**src/rtl/pds_pkg.sv**
```systemverilog
// ----------------------------------------------------------------------------
// pds_pkg
// Shared types and constants for the pop3 dot stuffer.
// ----------------------------------------------------------------------------
`timescale 1ns / 1ps
`default_nettype none

package pds_pkg;

   // character codes
   localparam logic [7:0] CH_DOT = 8'h2E;
   localparam logic [7:0] CH_CR  = 8'h0D;
   localparam logic [7:0] CH_LF  = 8'h0A;

   // register file
   localparam int unsigned CSR_ADDR_BITS = 3;
   localparam logic        REG_TOP_MODE  = 1'b0;
   localparam logic        REG_TOP_LINES = 1'b1;
   localparam int unsigned TOP_LINES_BITS = 16;

   // pending byte slots of one item group, sent lowest slot first
   localparam int unsigned SLOT_DOT   = 0;
   localparam int unsigned SLOT_DATA  = 1;
   localparam int unsigned SLOT_T_DOT = 2;
   localparam int unsigned SLOT_T_CR  = 3;
   localparam int unsigned SLOT_T_LF  = 4;
   localparam int unsigned SLOT_COUNT = 5;

   typedef logic [SLOT_COUNT-1:0] slot_vec_type;

   // bytes caused by one accepted item
   typedef struct packed {
      logic       dot;     // stuffed leading dot
      logic       data_en; // the message byte itself
      logic [7:0] data;
      logic       term;    // terminator dot cr lf
   } group_type;

   // configuration seen by the core
   typedef struct packed {
      logic                      top_mode;
      logic [TOP_LINES_BITS-1:0] top_lines;
   } cfg_type;

endpackage

`default_nettype wire

```
**src/rtl/pds_if.sv**
```systemverilog
// ----------------------------------------------------------------------------
// pds_req_if / pds_rsp_if
// Valid/ready channels for message bytes in and response bytes out.
// ----------------------------------------------------------------------------
`timescale 1ns / 1ps
`default_nettype none

interface pds_req_if;
   logic       valid;
   logic       ready;
   logic [7:0] data_byte;
   logic       byte_valid;
   logic       end_of_message;

   modport source (output valid, data_byte, byte_valid, end_of_message, input ready);
   modport sink   (input valid, data_byte, byte_valid, end_of_message, output ready);
endinterface

interface pds_rsp_if;
   logic       valid;
   logic       ready;
   logic [7:0] out_byte;
   logic       out_last;

   modport source (output valid, out_byte, out_last, input ready);
   modport sink   (input valid, out_byte, out_last, output ready);
endinterface

`default_nettype wire

```
**src/rtl/pds_csr.sv**
```systemverilog
// ----------------------------------------------------------------------------
// pds_csr
// APB register file holding top_mode and top_lines.
// ----------------------------------------------------------------------------
`timescale 1ns / 1ps
`default_nettype none

module pds_csr
   import pds_pkg::*;
(
   input  wire logic                     clock,
   input  wire logic                     reset,
   input  wire logic                     csr_psel,
   input  wire logic                     csr_penable,
   input  wire logic                     csr_pwrite,
   input  wire logic [CSR_ADDR_BITS-1:0] csr_paddr,
   input  wire logic [31:0]              csr_pwdata,
   output      logic [31:0]              csr_prdata,
   output      logic                     csr_pready,
   output      cfg_type                  cfg
);

   logic                      top_mode_ff;
   logic                      top_mode_in;
   logic [TOP_LINES_BITS-1:0] top_lines_ff;
   logic [TOP_LINES_BITS-1:0] top_lines_in;
   logic                      wr_en;
   logic                      reg_idx;

   assign csr_pready = 1'b1;
   assign wr_en      = csr_psel & csr_penable & csr_pwrite & csr_pready;
   assign reg_idx    = csr_paddr[2];

   // register writes
   always_comb begin
      top_mode_in  = top_mode_ff;
      top_lines_in = top_lines_ff;
      if (wr_en) begin
         case (reg_idx)
            REG_TOP_MODE:  top_mode_in  = csr_pwdata[0];
            REG_TOP_LINES: top_lines_in = csr_pwdata[TOP_LINES_BITS-1:0];
            default:       top_mode_in  = top_mode_ff;
         endcase
      end
   end

   always_ff @(posedge clock) begin
      if (reset) begin
         top_mode_ff  <= 1'b0;
         top_lines_ff <= '0;
      end else begin
         top_mode_ff  <= top_mode_in;
         top_lines_ff <= top_lines_in;
      end
   end

   // read back
   always_comb begin
      case (reg_idx)
         REG_TOP_MODE:  csr_prdata = {31'b0, top_mode_ff};
         REG_TOP_LINES: csr_prdata = {{(32-TOP_LINES_BITS){1'b0}}, top_lines_ff};
         default:       csr_prdata = '0;
      endcase
   end

   assign cfg.top_mode  = top_mode_ff;
   assign cfg.top_lines = top_lines_ff;

endmodule

`default_nettype wire

```
**src/rtl/pds_core.sv**
```systemverilog
// ----------------------------------------------------------------------------
// pds_core
// Line tracking state; decides which bytes each accepted item causes.
// ----------------------------------------------------------------------------
`timescale 1ns / 1ps
`default_nettype none

module pds_core
   import pds_pkg::*;
#(
   parameter int unsigned LINE_COUNT_BITS = 16
) (
   input  wire logic       clock,
   input  wire logic       reset,
   input  wire logic       fire,
   input  wire logic [7:0] data_byte,
   input  wire logic       byte_valid,
   input  wire logic       end_of_message,
   input  wire cfg_type    cfg,
   output      group_type  grp
);

   localparam int unsigned CMP_BITS =
      (LINE_COUNT_BITS > TOP_LINES_BITS) ? LINE_COUNT_BITS : TOP_LINES_BITS;
   localparam logic [LINE_COUNT_BITS-1:0] CNT_MAX = '1;

   logic                       line_start_ff,  line_start_in;
   logic [1:0]                 line_pos_ff,    line_pos_in;
   logic                       first_cr_ff,    first_cr_in;
   logic                       in_body_ff,     in_body_in;
   logic [LINE_COUNT_BITS-1:0] line_cnt_ff,    line_cnt_in;
   logic                       finished_ff,    finished_in;

   logic                       take;
   logic                       empty_line;
   logic [CMP_BITS-1:0]        lines_ext;

   assign take = byte_valid & ~finished_ff;

   // bytes caused by this item
   assign grp.dot     = take & line_start_ff & (data_byte == CH_DOT);
   assign grp.data_en = take;
   assign grp.data    = data_byte;
   assign grp.term    = end_of_message;

   assign empty_line = (line_pos_ff == 2'd1) & first_cr_ff;
   assign lines_ext  = CMP_BITS'(cfg.top_lines);

   // next line state
   always_comb begin
      line_start_in = line_start_ff;
      line_pos_in   = line_pos_ff;
      first_cr_in   = first_cr_ff;
      in_body_in    = in_body_ff;
      line_cnt_in   = line_cnt_ff;
      finished_in   = finished_ff;
      if (fire && take) begin
         if (data_byte == CH_LF) begin
            if (!in_body_ff) begin
               if (empty_line) begin
                  in_body_in  = 1'b1;
                  line_cnt_in = '0;
               end
            end else if (line_cnt_ff != CNT_MAX) begin
               line_cnt_in = line_cnt_ff + 1'b1;
            end
            line_start_in = 1'b1;
            line_pos_in   = 2'd0;
            first_cr_in   = 1'b0;
         end else begin
            if (line_pos_ff == 2'd0) begin
               first_cr_in = (data_byte == CH_CR);
            end
            line_start_in = 1'b0;
            if (line_pos_ff != 2'd2) begin
               line_pos_in = line_pos_ff + 2'd1;
            end
         end
      end
      // limit check looks at the updated count
      if (fire && take && (data_byte == CH_LF) && cfg.top_mode && in_body_in &&
          (CMP_BITS'(line_cnt_in) == lines_ext)) begin
         finished_in = 1'b1;
      end
      // end of message returns to the reset state
      if (fire && end_of_message) begin
         line_start_in = 1'b1;
         line_pos_in   = 2'd0;
         first_cr_in   = 1'b0;
         in_body_in    = 1'b0;
         line_cnt_in   = '0;
         finished_in   = 1'b0;
      end
   end

   always_ff @(posedge clock) begin
      if (reset) begin
         line_start_ff <= 1'b1;
         line_pos_ff   <= 2'd0;
         first_cr_ff   <= 1'b0;
         in_body_ff    <= 1'b0;
         line_cnt_ff   <= '0;
         finished_ff   <= 1'b0;
      end else begin
         line_start_ff <= line_start_in;
         line_pos_ff   <= line_pos_in;
         first_cr_ff   <= first_cr_in;
         in_body_ff    <= in_body_in;
         line_cnt_ff   <= line_cnt_in;
         finished_ff   <= finished_in;
      end
   end

   // the limit can only be hit once the header is over
   a_finished_in_body: assert property (@(posedge clock) disable iff (reset)
      finished_ff |-> in_body_ff)
      else $error("finished set outside the body");

   // a fresh line has seen no bytes
   a_line_start_pos: assert property (@(posedge clock) disable iff (reset)
      line_start_ff |-> (line_pos_ff == 2'd0))
      else $error("line start with nonzero position");

   // body lines are counted only inside the body
   a_cnt_header: assert property (@(posedge clock) disable iff (reset)
      !in_body_ff |-> (line_cnt_ff == '0))
      else $error("line count moved in the header");

endmodule

`default_nettype wire

```
**src/rtl/pds_emit.sv**
```systemverilog
// ----------------------------------------------------------------------------
// pds_emit
// Holds one item's pending bytes and sends them one beat at a time
// through a registered output stage.
// ----------------------------------------------------------------------------
`timescale 1ns / 1ps
`default_nettype none

module pds_emit
   import pds_pkg::*;
(
   input  wire logic      clock,
   input  wire logic      reset,
   input  wire logic      load,
   input  wire group_type grp,
   output      logic      take_ready,
   pds_rsp_if.source      rsp
);

   slot_vec_type pend_ff, pend_in;
   logic [7:0]   data_ff, data_in;
   logic         rsp_valid_ff, rsp_valid_in;
   logic [7:0]   rsp_byte_ff,  rsp_byte_in;
   logic         rsp_last_ff,  rsp_last_in;

   logic         out_free;
   logic         send;
   slot_vec_type sel;
   slot_vec_type pend_after;
   slot_vec_type grp_slots;
   logic [7:0]   sel_byte;

   assign out_free   = ~rsp_valid_ff | rsp.ready;
   assign send       = out_free & (|pend_ff);
   assign sel        = pend_ff & (~pend_ff + 1'b1);
   assign pend_after = send ? (pend_ff & ~sel) : pend_ff;
   assign take_ready = (pend_after == '0);

   always_comb begin
      grp_slots             = '0;
      grp_slots[SLOT_DOT]   = grp.dot;
      grp_slots[SLOT_DATA]  = grp.data_en;
      grp_slots[SLOT_T_DOT] = grp.term;
      grp_slots[SLOT_T_CR]  = grp.term;
      grp_slots[SLOT_T_LF]  = grp.term;
   end

   // byte for the selected slot
   always_comb begin
      case (1'b1)
         sel[SLOT_DOT]:   sel_byte = CH_DOT;
         sel[SLOT_DATA]:  sel_byte = data_ff;
         sel[SLOT_T_DOT]: sel_byte = CH_DOT;
         sel[SLOT_T_CR]:  sel_byte = CH_CR;
         sel[SLOT_T_LF]:  sel_byte = CH_LF;
         default:         sel_byte = data_ff;
      endcase
   end

   // group register
   always_comb begin
      pend_in = pend_after;
      data_in = data_ff;
      if (load) begin
         pend_in = grp_slots;
         data_in = grp.data;
      end
   end

   // output stage
   always_comb begin
      rsp_valid_in = rsp_valid_ff;
      rsp_byte_in  = rsp_byte_ff;
      rsp_last_in  = rsp_last_ff;
      if (send) begin
         rsp_valid_in = 1'b1;
         rsp_byte_in  = sel_byte;
         rsp_last_in  = sel[SLOT_T_LF];
      end else if (rsp.ready) begin
         rsp_valid_in = 1'b0;
      end
   end

   always_ff @(posedge clock) begin
      if (reset) begin
         pend_ff      <= '0;
         rsp_valid_ff <= 1'b0;
      end else begin
         pend_ff      <= pend_in;
         rsp_valid_ff <= rsp_valid_in;
      end
      data_ff     <= data_in;
      rsp_byte_ff <= rsp_byte_in;
      rsp_last_ff <= rsp_last_in;
   end

   assign rsp.valid    = rsp_valid_ff;
   assign rsp.out_byte = rsp_byte_ff;
   assign rsp.out_last = rsp_last_ff;

endmodule

`default_nettype wire

```
**src/rtl/pop3_dot_stuffer_with_top.sv**
```systemverilog
// ----------------------------------------------------------------------------
// pop3_dot_stuffer_with_top
// POP3 multi-line body generator: dot stuffing, header/body split,
// top line limit and the closing dot line.
// ----------------------------------------------------------------------------
//  channel  | direction | beat
//  req_chan | in        | data_byte, byte_valid, end_of_message
//  rsp_chan | out       | out_byte, out_last
//  csr_*    | apb       | top_mode (0x0), top_lines (0x4)
//
//  an item causing one byte or none is taken every cycle while rsp is not stalled
//  an item with a stuffed dot or the terminator holds req ready low until
//  its extra bytes have left the single pending group register
//  rsp is registered; a stall on rsp holds the beat and backs up into req
//  reset is synchronous and clears the line state, registers and buffers
// ----------------------------------------------------------------------------
`timescale 1ns / 1ps
`default_nettype none

module pop3_dot_stuffer_with_top
   import pds_pkg::*;
#(
   parameter int unsigned LINE_COUNT_BITS = 16
) (
   input  wire logic                     clock,
   input  wire logic                     reset,
   pds_req_if.sink                       req_chan,
   pds_rsp_if.source                     rsp_chan,
   input  wire logic                     csr_psel,
   input  wire logic                     csr_penable,
   input  wire logic                     csr_pwrite,
   input  wire logic [CSR_ADDR_BITS-1:0] csr_paddr,
   input  wire logic [31:0]              csr_pwdata,
   output      logic [31:0]              csr_prdata,
   output      logic                     csr_pready
);

   cfg_type   cfg;
   group_type grp;
   logic      take_ready;
   logic      req_fire;
   logic      grp_load;

   assign req_chan.ready = take_ready;
   assign req_fire       = req_chan.valid & take_ready;
   assign grp_load       = req_fire & (grp.dot | grp.data_en | grp.term);

   pds_csr u_csr (
      .clock       (clock),
      .reset       (reset),
      .csr_psel    (csr_psel),
      .csr_penable (csr_penable),
      .csr_pwrite  (csr_pwrite),
      .csr_paddr   (csr_paddr),
      .csr_pwdata  (csr_pwdata),
      .csr_prdata  (csr_prdata),
      .csr_pready  (csr_pready),
      .cfg         (cfg)
   );

   pds_core #(
      .LINE_COUNT_BITS (LINE_COUNT_BITS)
   ) u_core (
      .clock          (clock),
      .reset          (reset),
      .fire           (req_fire),
      .data_byte      (req_chan.data_byte),
      .byte_valid     (req_chan.byte_valid),
      .end_of_message (req_chan.end_of_message),
      .cfg            (cfg),
      .grp            (grp)
   );

   pds_emit u_emit (
      .clock      (clock),
      .reset      (reset),
      .load       (grp_load),
      .grp        (grp),
      .take_ready (take_ready),
      .rsp        (rsp_chan)
   );

endmodule

`default_nettype wire

```
**src/flat_wrapper.sv**
```systemverilog
// flat-port wrapper written by rule: the top's interface ports become plain ports
module pop3_dot_stuffer_with_top_flat import pds_pkg::*;
#(
   parameter int unsigned LINE_COUNT_BITS = 16
)
  (clock, reset, csr_psel, csr_penable, csr_pwrite, csr_paddr, csr_pwdata, csr_prdata, csr_pready, req_chan_valid, req_chan_data_byte, req_chan_byte_valid, req_chan_end_of_message, req_chan_ready, rsp_chan_valid, rsp_chan_out_byte, rsp_chan_out_last, rsp_chan_ready);
  pds_req_if req_chan_i ();
  pds_rsp_if rsp_chan_i ();
  input  wire logic clock;
  input  wire logic reset;
  input  wire logic csr_psel;
  input  wire logic csr_penable;
  input  wire logic csr_pwrite;
  input  wire logic [CSR_ADDR_BITS-1:0] csr_paddr;
  input  wire logic [31:0] csr_pwdata;
  output      logic [31:0] csr_prdata;
  output      logic csr_pready;
  input wire logic [$bits(req_chan_i.valid)-1:0] req_chan_valid;
  input wire logic [$bits(req_chan_i.data_byte)-1:0] req_chan_data_byte;
  input wire logic [$bits(req_chan_i.byte_valid)-1:0] req_chan_byte_valid;
  input wire logic [$bits(req_chan_i.end_of_message)-1:0] req_chan_end_of_message;
  output wire logic [$bits(req_chan_i.ready)-1:0] req_chan_ready;
  output wire logic [$bits(rsp_chan_i.valid)-1:0] rsp_chan_valid;
  output wire logic [$bits(rsp_chan_i.out_byte)-1:0] rsp_chan_out_byte;
  output wire logic [$bits(rsp_chan_i.out_last)-1:0] rsp_chan_out_last;
  input wire logic [$bits(rsp_chan_i.ready)-1:0] rsp_chan_ready;
  assign req_chan_i.valid = req_chan_valid;
  assign req_chan_i.data_byte = req_chan_data_byte;
  assign req_chan_i.byte_valid = req_chan_byte_valid;
  assign req_chan_i.end_of_message = req_chan_end_of_message;
  assign req_chan_ready = req_chan_i.ready;
  assign rsp_chan_valid = rsp_chan_i.valid;
  assign rsp_chan_out_byte = rsp_chan_i.out_byte;
  assign rsp_chan_out_last = rsp_chan_i.out_last;
  assign rsp_chan_i.ready = rsp_chan_ready;
  pop3_dot_stuffer_with_top #(.LINE_COUNT_BITS(LINE_COUNT_BITS)) u_core (.clock(clock), .reset(reset), .req_chan(req_chan_i), .rsp_chan(rsp_chan_i), .csr_psel(csr_psel), .csr_penable(csr_penable), .csr_pwrite(csr_pwrite), .csr_paddr(csr_paddr), .csr_pwdata(csr_pwdata), .csr_prdata(csr_prdata), .csr_pready(csr_pready));
endmodule
```
**config.mk**
```make
export PLATFORM = sky130hd
export DESIGN_NAME = pop3_dot_stuffer_with_top_flat
export DESIGN_NICKNAME = d
export VERILOG_FILES = /design/src/rtl/pds_pkg.sv /design/src/rtl/pds_if.sv /design/src/rtl/pds_csr.sv /design/src/rtl/pds_core.sv /design/src/rtl/pds_emit.sv /design/src/rtl/pop3_dot_stuffer_with_top.sv /design/src/flat_wrapper.sv
export SDC_FILE = /design/constraint.sdc
export NUM_CORES = 1
export LEC_CHECK = 0
export BUFFER_PORTS_ARGS = -buffer_cell sky130_fd_sc_hd__buf_2
export CORE_MARGIN = 2
export CORE_UTILIZATION = 40
export DETAILED_ROUTE_END_ITERATION = 10
export PLACE_DENSITY_LB_ADDON = 0.3
export SLEW_MARGIN = 40
export SYNTH_ARGS = -nofsm -noshare
export SYNTH_HDL_FRONTEND = slang
export SYNTH_SLANG_ARGS = --single-unit
```
**constraint.sdc**
```tcl
create_clock -name clock -period 7.95 [get_ports clock]
set_clock_uncertainty 0.05 [all_clocks]
set_input_delay 0.3975 -clock clock [delete_from_list [all_inputs] [get_ports clock]]
set_output_delay 0.3975 -clock clock [all_outputs]
set_load 0.02 [all_outputs]
```
Word-level counts from Yosys, hierarchy flattened
Index checks and enable logic that the tools add are counted.
{"block": "word_totals", "register_bits": 62, "inputBits": 52, "wordCells": 82}
{"block": "classes", "n_eq_ne": 7, "n_reduce_logical": 17, "muxes": 23, "bitwise_logic": 19, "add_sub_neg": 3}
{"op": "2-to-1 mux 16 bit", "n": 5}
{"op": "one-hot mux 32 bit (2 select lines)", "n": 1}
{"op": "2-to-1 mux 8 bit", "n": 4}
{"op": "adder 16 x 1 -> 16 bit (second input constant)", "n": 1}
{"op": "== test 16 bit", "n": 1}
{"op": "== test 8 x 4 -> 1 bit (second input constant)", "n": 2}
{"op": "inequality test 16 bit (second input constant)", "n": 1}
{"op": "AND 5 bit", "n": 2}
{"op": "2-to-1 mux 5 bit", "n": 2}
{"op": "inverter 5 bit", "n": 2}
{"op": "AND 1 bit", "n": 9}
{"op": "2-to-1 mux 1 bit", "n": 9}
{"op": "== test 8 x 6 -> 1 bit (second input constant)", "n": 1}
{"op": "AND reduction 2 bit", "n": 4}
{"op": "logical AND 1 bit", "n": 6}
{"op": "nonzero test 2 bit", "n": 3}
{"op": "adder 5 x 1 -> 5 bit (second input constant)", "n": 1}
{"op": "logical NOT 5 bit", "n": 1}
{"op": "OR reduction 5 bit", "n": 1}
{"op": "2-to-1 mux 2 bit", "n": 2}
{"op": "inverter 1 bit", "n": 3}
{"op": "OR 1 bit", "n": 3}
{"op": "adder 2 x 1 -> 2 bit (second input constant)", "n": 1}
{"op": "== test 2 x 1 -> 1 bit (second input constant)", "n": 1}
{"op": "3 further kinds", "n": 3}

Depth between registers and ports, before layout
Gate-level depths: netlist of the first run.
{"block": "depth", "ltp_word": 13, "depth_mapped": 11, "ltp_nobuf": 10}

Cells and area by module
A second synthesis of the first run with hierarchy kept.
{"block": "hier_totals", "cells_unflattened": 470, "area_unflattened_um2": 4067.7}
{"mod": "pds_core", "instances": 1, "area_per_inst_um2": 2053.2, "cells_per_inst": 280, "seq_area_each_um2": 440.4}
{"mod": "pds_csr", "instances": 1, "area_per_inst_um2": 1034.7, "cells_per_inst": 111, "seq_area_each_um2": 340.3}
{"mod": "pds_emit", "instances": 1, "area_per_inst_um2": 963.4, "cells_per_inst": 77, "seq_area_each_um2": 630.6}
{"mod": "pop3_dot_stuffer_with_top", "instances": 1, "area_per_inst_um2": 16.3, "cells_per_inst": 2, "seq_area_each_um2": 0.0}

Least setup slack after synthesis of the first run
Ideal clock, no wire load.
{"block": "synth_timing", "path_type": "register -> register", "from": "reg u_core.u_core.line_cnt_ff[1]", "to": "reg u_core.u_core.finished_ff", "synth_period_minus_slack_ps": 2832, "t_arrival_ps": 2709, "slack_ps": 5118, "setup_time_ps": 74, "required_ps": 7826, "stages_incl_launch_ff": 10, "cell_sequence": "dfxtp_1 -> ha_1 -> nand2_1 -> or4_4 -> o21a_1 -> o211a_1 -> or4_1 -> a2111oi_2 -> nand4_1 -> o22ai_2"}
{"block": "synth_between", "elab_chain_cells": 7, "elab_cells_between_ends": 9}
{"item": "from (decl)", "line": "pds_core.sv:31", "source": "logic [LINE_COUNT_BITS-1:0] line_cnt_ff, line_cnt_in;"}
{"item": "from (signal assigned)", "line": "pds_core.sv:109", "source": "line_cnt_ff <= line_cnt_in;"}
{"item": "adder 16 x 1 -> 16 bit or inequality test 16 bit (tied branches)", "line": "pds_core.sv:65, pds_core.sv:64"}
{"item": "2-to-1 mux 16 bit", "line": "pds_core.sv:64", "source": "end else if (line_cnt_ff != CNT_MAX) begin"}
{"item": "2-to-1 mux 16 bit", "line": "pds_core.sv:59", "source": "if (!in_body_ff) begin"}
{"item": "2-to-1 mux 16 bit", "line": "pds_core.sv:58", "source": "if (data_byte == CH_LF) begin"}
{"item": "2-to-1 mux 16 bit (*)", "line": "pds_core.sv:57", "source": "if (fire && take) begin"}
{"item": "== test 16 bit (*)", "line": "pds_core.sv:82", "source": "(CMP_BITS'(line_cnt_in) == lines_ext)) begin"}
{"item": "logical AND 1 bit (*)", "line": "pds_core.sv:81", "source": "if (fire && take && (data_byte == CH_LF) && cfg.top_mode && in_body_in &&"}
{"item": "to (signal assigned)", "line": "pds_core.sv:110", "source": "finished_ff <= finished_in;"}
{"item": "to (decl)", "line": "pds_core.sv:32", "source": "logic finished_ff, finished_in;"}
Every way passes the cells marked *; elsewhere a longest branch is shown, timed or not.
A chain may end at the register's enable or synchronous reset.

Final worst setup path of the first run
{"block": "layout_timing", "from": "reg u_core.u_core.in_body_ff", "to": "reg u_core.u_core.finished_ff"}
{"block": "layout_between", "elab_chain_cells": 5, "elab_cells_between_ends": 9}
{"item": "from (decl)", "line": "pds_core.sv:30", "source": "logic in_body_ff, in_body_in;"}
{"item": "from (signal assigned)", "line": "pds_core.sv:108", "source": "in_body_ff <= in_body_in;"}
{"item": "2-to-1 mux 16 bit or 2-to-1 mux 1 bit (tied branches)", "line": "pds_core.sv:59"}
{"item": "2-to-1 mux 16 bit or 2-to-1 mux 1 bit (tied branches)", "line": "pds_core.sv:58"}
{"item": "2-to-1 mux 16 bit or 2-to-1 mux 1 bit (tied branches)", "line": "pds_core.sv:57"}
{"item": "== test 16 bit or logical AND 1 bit (tied branches)", "line": "pds_core.sv:82, pds_core.sv:81"}
{"item": "logical AND 1 bit (*)", "line": "pds_core.sv:81"}
Marks and branches as above.

==> results of run 1 <==
-- power by group --
| part | switching (mW) | leakage (nW) | internal, mW | total (mW) |
|---|---|---|---|---|
| Combinational | 0.0537 | 0.951 | 0.0255 | 0.0792 |
| Clock | 0.126 | 0.0902 | 0.112 | 0.238 |
| Sequential | 0.00847 | 0.528 | 0.341 | 0.350 |
| Total | 0.188 | 1.57 | 0.479 | 0.667 |
-- path summary, 6_finish.rpt --
| kind | to | depth (start not counted) | from | slack [ns] |
|---|---|---|---|---|
| min | u_core.u_emit.data_ff[4] | 1 | req_chan_data_byte[4] | 0.21 |
| min reg2reg | u_core.u_core.line_start_ff | 2 | u_core.u_core.line_start_ff | 0.43 |
| max | u_core.u_core.finished_ff | 8 | u_core.u_core.in_body_ff | 4.45 |
| max reg2reg | u_core.u_core.finished_ff | 8 | u_core.u_core.in_body_ff | 4.45 |
-- metrics by stage --
step	cells	utilization
after floorplan	478	-
after detailed placement	610	0.441
after global placement	610	0.440
after global routing	626	0.460
final	626	0.460
after CTS	626	0.459
-- Yosys cell counts (2+ instances only) --
cell type / n / share of area
o2bb2ai_1: 3 / 0.0070
o211ai_1: 2 / 0.0040
o31a_1: 3 / 0.0070
clkbuf_1: 18 / 0.018
o31ai_1: 4 / 0.0080
and2_1: 18 / 0.030
nand4b_1: 2 / 0.0047
buf_4: 17 / 0.034
a31oi_1: 11 / 0.018
mux2i_1: 2 / 0.0054
nand4_1: 12 / 0.020
nor3b_1: 5 / 0.010
a211oi_1: 4 / 0.0080
edfxtp_1: 17 / 0.14
inv_1: 14 / 0.014
nand2b_1: 5 / 0.0084
a22oi_1: 3 / 0.0060
a21oi_1: 44 / 0.059
o21ai_0: 20 / 0.027
or3_1: 7 / 0.012
and3_1: 5 / 0.0084
o211a_1: 2 / 0.0054
a221oi_1: 2 / 0.0047
nand2_1: 53 / 0.053
or4_1: 5 / 0.010
dfxtp_1: 45 / 0.24
buf_2: 4 / 0.0054
nor4_1: 9 / 0.015
nor2b_1: 5 / 0.0084
o21a_1: 3 / 0.0060
a211o_1: 3 / 0.0070
clkbuf_2: 3 / 0.0040
nand3_1: 19 / 0.025
a311o_1: 2 / 0.0054
a2111oi_0: 4 / 0.0094
nor3_1: 15 / 0.020
conb_1: 2 / 0.0020
nor2_1: 37 / 0.037
and4b_1: 2 / 0.0054
or4_4: 2 / 0.0060
nor4b_1: 2 / 0.0047
ha_1: 4 / 0.013
-- area by class of cell --
cell class              count  area share
repair buffers             63      0.0767
multi-input cells         360       0.503
inverters                  14      0.0125
clock inverters             6     0.00892
flip-flops and latches     62       0.336
clock buffers              10      0.0303
well taps                 111      0.0330
-- logic make-up (layout without fill, tap and decap cells) --
family | after synthesis | in the layout | synth area share
xor gates and xnor gates | 2 | 2 | 0.00469
and+or+nand+nor | 209 | 209 | 0.294
AOI/OAI and AO/OA | 125 | 125 | 0.225
other | 2 | 17 | 0.00201
DFF | 62 | 62 | 0.378
muxes | 3 | 3 | 0.00837
buffers and inverters | 56 | 93 | 0.0756
adders and majority gates | 4 | 4 | 0.0134
-- sequential cells by signal, indices dropped and copies added (netlist names) --
name,cells
u_core.u_core.line_cnt_ff,16
u_core.u_csr.top_lines_ff,16
u_core.u_emit.data_ff,8
u_core.u_emit.rsp.out_byte,8
u_core.u_emit.pend_ff,5
u_core.u_core.line_pos_ff,2
u_core.u_core.finished_ff,1
u_core.u_core.first_cr_ff,1
u_core.u_core.in_body_ff,1
u_core.u_core.line_start_ff,1
u_core.u_csr.top_mode_ff,1
u_core.u_emit.rsp.out_last,1
u_core.u_emit.rsp.valid,1
-- layer usage --
metal | track usage | share of wire | vias up
met5 | 0 | 0 | -
met1 | 0.261 | 0.42 | 1687
met3 | 0.0569 | 0.080 | 30
met4 | 0.0917 | 0.035 | 0
met2 | 0.331 | 0.46 | 160
li1 | - | - | 1773
-- critical path, stage by stage (launching register included) --
cell	delay [ns]
dfxtp_1	0.79
inv_1	0.34
or4_4	0.62
o21a_1	0.20
o211a_1	0.19
or4_1	0.53
a2111oi_2	0.40
nand4_1	0.17
o22ai_2	0.13
==> flow_summary.json, run 1 <==
{
  "status": "completed",
  "yosys_register_bits": 62,
  "synth_edf_count": 17,
  "slew_viol_final": 0,
  "total_power_uw": 667,
  "grt_max_degree": 25,
  "final_common_cell": "buf_2",
  "fmax_mhz": 285,
  "preCtsSetupSlack_ns": 4.51,
  "arrival_ns": 3.73,
  "post_cts_buffers": 0,
  "root_buffer": "clkbuf_8",
  "worst_pin_slew_ns": 0.729,
  "mostFrequentLayoutCells": "buf_2 (60), nand2_1 (53), dfxtp_1 (45), a21oi_1 (44), nor2_1 (36)",
  "multiInputGateArea_sq_um": 2120,
  "row_count": 35,
  "cap_violations": 0,
  "place_area_sq_um": 4040,
  "layout_min_cycle_time_ns": 3.50,
  "drt-total-wl_um": 10100,
  "dr.pass1.iters": 5,
  "yosys.cell_types.count": 66,
  "diodes": 0,
  "period_share": 0.441,
  "start_kind": "register",
  "design_area_sq_um": 4210,
  "ant_nets": 0,
  "routed_via_density": 5.83,
  "slew_headroom": 0.513,
  "grt_antenna_before_repair": 0,
  "post_drt_wl_per_cell_um": 16.2,
  "ff_latch_area_sq_um": 1410,
  "drive_above_1_share": 0.181,
  "grt_util_all_layers": 0.207,
  "post_cts_resize_count": 0,
  "crit_required_ns": 8.17,
  "leakage_nw": 1.57,
  "end_kind": "register",
  "power_per_cell_area_nw_per_um2": 159,
  "grt_pass1_vias": 3411,
  "cts.sinks": 62,
  "synth.yosys.seq_area_share": 0.378,
  "syn-instance-count": 463,
  "fin_nets": 566,
  "globalplace.congestion": 0.924,
  "final_hold_viol_count": 0,
  "area_growth_pct": 12.5,
  "drc": 0,
  "htree_num_levels": 3,
  "core-area_sq_um": 9150,
  "hpwl_um": 7390,
  "die_w_um": 101,
  "die-area_sq_um": 10100,
  "numCtsBuffers": 9,
  "setup_tns_ns": 0,
  "timing.final.ws_setup_ns": 4.45,
  "avgSynthCellArea_sq_um": 8.07,
  "rsz0062_at_grt": "false",
  "vias": 3650,
  "path_max_fanout": 21,
  "num-fill-cells": 928,
  "die_y_um": 101,
  "clkLatencyLatePin_ns": 0.34,
  "portBuffers": 60,
  "synthesis.area_sq_um": 3740,
  "worstSetupPathType": "reg -> reg",
  "holdWs_ns": 0.211,
  "path_clk_slew_ns": 0.07,
  "drtIter0Drc": 340,
  "grt_overflow": 0,
  "grt_pass1_wl_um": 16500,
  "cts_tree": "done",
  "setup_viol": 0,
  "io_pins": 96,
  "start_util": 0.408,
  "hold_class": "in -> reg",
  "ctsHoldBuffers": 0,
  "synth_ff_type": "dfxtp_1",
  "async_reset_ff_frac": 0,
  "ir_worst_vdd_mv": 0.0849,
  "yosys_warnings": 0,
  "cts_buffer_depth": 2
}
(Power assumes the default switching activity.)
==> run 2, diff against run 1 <==
- clock period: 7.95 -> 3.65 ns (I/O delays scaled with it)
==> flow_summary.json, run 2 (same netlist as run 1, synthesis figures left out) <==
{
  "status": "completed",
  "hpwl_um": 7580,
  "worst_pin_slew_ns": 0.703,
  "routed_via_density": 5.81,
  "end_kind": "register",
  "io_pins": 96,
  "slew_headroom": 0.530,
  "post_drt_wl_per_cell_um": 16.0,
  "drc": 0,
  "grt_pass1_vias": 3408,
  "ir_worst_vdd_mv": 0.191,
  "total_power_mw": 1.53,
  "period_share": 0.893,
  "hold_class": "in -> reg",
  "ant_nets": 0,
  "core-area_sq_um": 9150,
  "path_clk_slew_ns": 0.07,
  "layout_min_cycle_time_ns": 3.26,
  "cts.sinks": 62,
  "grt_antenna_before_repair": 0,
  "fmax_mhz": 307,
  "area_growth_pct": 15.2,
  "drive_above_1_share": 0.186,
  "setup_viol": 0,
  "globalplace.congestion": 0.955,
  "num-fill-cells": 910,
  "setup_tns_ns": 0,
  "root_buffer": "clkbuf_8",
  "path_max_fanout": 8,
  "rsz0062_at_grt": "false",
  "arrival_ns": 3.48,
  "start_util": 0.408,
  "cts_tree": "done",
  "crit_required_ns": 3.87,
  "design_area_sq_um": 4310,
  "drt-total-wl_um": 10200,
  "clkLatencyLatePin_ns": 0.35,
  "htree_num_levels": 3,
  "grt_pass1_wl_um": 16400,
  "cts_buffer_depth": 2,
  "power_per_cell_area_nw_per_um2": 354,
  "fin_nets": 577,
  "final_hold_viol_count": 0,
  "diodes": 0,
  "final_common_cell": "buf_2",
  "vias": 3702,
  "start_kind": "primary input",
  "grt_overflow": 0,
  "ff_latch_area_sq_um": 1410,
  "cap_violations": 0,
  "dr.pass1.iters": 5,
  "worstSetupPathType": "in -> reg",
  "grt_max_degree": 25,
  "row_count": 35,
  "grt_util_all_layers": 0.205,
  "drtIter0Drc": 308,
  "largestRegisters": "u_core.u_core.line_cnt_ff (16), u_core.u_csr.top_lines_ff (16)",
  "place_area_sq_um": 4090,
  "mostFrequentLayoutCells": "buf_2 (60), nand2_1 (53), dfxtp_1 (45), a21oi_1 (44), nor2_1 (36)",
  "die_y_um": 101,
  "leakage_nw": 1.63,
  "numCtsBuffers": 9,
  "die_w_um": 101,
  "slew_viol_final": 0,
  "portBuffers": 60,
  "die-area_sq_um": 10100,
  "multiInputGateArea_sq_um": 2100
}
run 2: final cells by class:
type | count | area share
Clock buffer | 10 | 0.0296
Sequential cell | 62 | 0.328
Clock inverter | 6 | 0.0139
Timing Repair Buffer | 74 | 0.0959
Multi-Input combinational cell | 360 | 0.488
Inverter | 14 | 0.0122
Tap cell | 111 | 0.0322
run 2: final timing paths:
check,startpoint,cells past startpoint,slack (ns),to
worst max-delay path,req_chan_data_byte[4],10,0.39,u_core.u_core.finished_ff
worst min-delay path,req_chan_data_byte[5],1,0.01,u_core.u_emit.data_ff[5]
worst max register to register,u_core.u_core.line_cnt_ff[1],9,0.40,u_core.u_core.finished_ff
worst min register to register,u_core.u_core.line_start_ff,2,0.43,u_core.u_core.line_start_ff
run 2: report_power, final:
group	leakage, nW	internal [mW]	total (mW)	switching (mW)
combinational	1.00	0.0578	0.175	0.117
sequential	0.528	0.743	0.762	0.0186
clock	0.0941	0.313	0.589	0.276
run 2: worst max-delay path: stages:
cell,delay [ns]
dlygate4sd3_1,0.54
buf_2,0.14
nor4_1,0.42
nand2_1,0.28
a211o_1,0.42
o211a_1,0.27
or4_1,0.57
a2111oi_2,0.37
nand4_1,0.15
o22ai_2,0.13
run 2: timing repair:
action                    in CTS  in global routing
hold endpoints to repair       3                  0
buffers inserted               0                  0
resized for setup              0                  0
hold buffers                   3                  0
run 2: per-stage QoR:
step	utilization	cells	setup slack, ns	hold slack [ns]
after floorplan	-	478	0.818	0.202
after global placement	0.446	618	0.537	0.350
after detailed placement	0.447	618	0.460	0.352
after CTS	0.471	637	0.412	0.000921
after global routing	0.471	637	0.214	0.00607
final	0.471	637	0.390	0.0122
run 2: per-layer routing:
metal	GRT usage	part of all wire	vias up
met1	0.261	0.43	1707
met5	0	0	-
li1	-	-	1802
met3	0.0381	0.071	21
met2	0.345	0.48	172
met4	0.0790	0.020	0
==> run 3, diff against run 2 <==
- HOLD_SLACK_MARGIN: default -> 0.02
==> flow_summary.json, run 3 (same netlist as run 1, synthesis figures left out) <==
{
  "drive_above_1_share": 0.182,
  "slew_viol_final": 0,
  "period_share": 0.894,
  "final_common_cell": "buf_2",
  "hpwl_um": 7580,
  "routed_via_density": 5.78,
  "core-area_sq_um": 9150,
  "fin_nets": 588,
  "preCtsSetupSlack_ns": 0.460,
  "ir_worst_vdd_mv": 0.192,
  "arrival_ns": 3.49,
  "cts.sinks": 62,
  "cts_tree": "done",
  "dr.pass1.iters": 5,
  "grt_util_all_layers": 0.207,
  "die_y_um": 101,
  "grt_overflow": 0,
  "setup_tns_ns": 0,
  "slew_headroom": 0.517,
  "holdPathStages": 3,
  "post_drt_wl_per_cell_um": 16.1,
  "io_pins": 96,
  "area_growth_pct": 18.1,
  "setup_viol": 0,
  "die-area_sq_um": 10100,
  "grt_max_degree": 25,
  "design_area_sq_um": 4420,
  "status": "completed",
  "ant_nets": 0,
  "power_per_cell_area_nw_per_um2": 349,
  "drc": 0,
  "drt-total-wl_um": 10400,
  "final_hold_viol_count": 0,
  "grt_pass1_wl_um": 16600,
  "htree_num_levels": 3,
  "cap_violations": 0,
  "portBuffers": 60,
  "ff_latch_area_sq_um": 1410,
  "place_area_sq_um": 4090,
  "multiInputGateArea_sq_um": 2100,
  "start_util": 0.408,
  "vias": 3745,
  "cts_buffer_depth": 2,
  "num-fill-cells": 893,
  "crit_slowest_cell": "or4_1",
  "total_power_mw": 1.54,
  "root_buffer": "clkbuf_8",
  "post_cts_buffers": 0,
  "timing.final.ws_setup_ns": 0.388,
  "globalplace.congestion": 0.955,
  "largestRegisters": "u_core.u_core.line_cnt_ff (16), u_core.u_csr.top_lines_ff (16)",
  "mostFrequentLayoutCells": "buf_2 (60), nand2_1 (53), dfxtp_1 (45), a21oi_1 (44), nor2_1 (36)",
  "leakage_nw": 1.67,
  "grt_antenna_before_repair": 0,
  "worst_pin_slew_ns": 0.721,
  "die_w_um": 101,
  "holdWs_ns": 0.0199,
  "crit_required_ns": 3.88,
  "path_clk_slew_ns": 0.07,
  "grt_pass1_vias": 3449,
  "worstSetupPathType": "in -> reg",
  "diodes": 0,
  "critical_path.cell_chain": "dlygate4sd3_1, buf_2, nor4_1, nand2_1, a211o_1, o211a_1, or4_1, a2111oi_2, nand4_1, o22ai_2",
  "row_count": 35,
  "end_kind": "register",
  "path_max_fanout": 8,
  "numCtsBuffers": 9,
  "rsz0062_at_grt": "false",
  "reg2reg_depth": 9,
  "fmax_mhz": 307,
  "drtIter0Drc": 242,
  "start_kind": "primary input",
  "hold_class": "in -> reg",
  "layout_min_cycle_time_ns": 3.26,
  "slowest_delay_ns": 0.57,
  "clkLatencyLatePin_ns": 0.35
}
[run 3: cell count changes in the layout (fill, tap and decap cells not counted), sizes merged]
cell | before | now
dlygate4sd3 | 3 | 14
[run 3: worst paths after layout]
path,start,end,slack (ns)
min,csr_pwdata[2],u_core.u_csr.top_lines_ff[2],0.02
min reg2reg,u_core.u_core.line_start_ff,u_core.u_core.line_start_ff,0.42
max,req_chan_data_byte[5],u_core.u_core.finished_ff,0.39
max reg2reg,u_core.u_core.line_cnt_ff[1],u_core.u_core.finished_ff,0.42
[run 3: final cells by class]
type | count | share of cell area
Clock buffer | 10 | 0.0289
Clock inverter | 6 | 0.0136
Inverter | 14 | 0.0119
Multi-Input combinational cell | 360 | 0.476
Sequential cell | 62 | 0.320
Tap cell | 111 | 0.0314
Timing Repair Buffer | 85 | 0.118
[run 3: power by group]
group          switching, mW  internal, mW
registers             0.0186         0.743
logic                  0.119        0.0654
clock network          0.283         0.313
[run 3: critical path: cells and delay by family]
kind            cells  cell delay, ns
buf+inv             2            0.67
compound gates      4            1.19
simple gates        4            1.43
[run 3: through the flow]
stage	instances	util
detailed placement	618	0.447
CTS	648	0.483
floorplan	478	-
global placement	618	0.446
global route	648	0.483
finish	648	0.483
[run 3: what timing repair did]
item	CTS	global route
hold buffers	14	0
hold endpoints to repair	14	0
gates resized for setup	0	0
[run 3: routing by layer]
layer	wire [um]	global-route usage	vias up
met2	5000	0.350	152
met1	4550	0.261	1755
li1	-	-	1822
met4	159	0.0738	0
met3	726	0.0451	16
met5	0	0	-
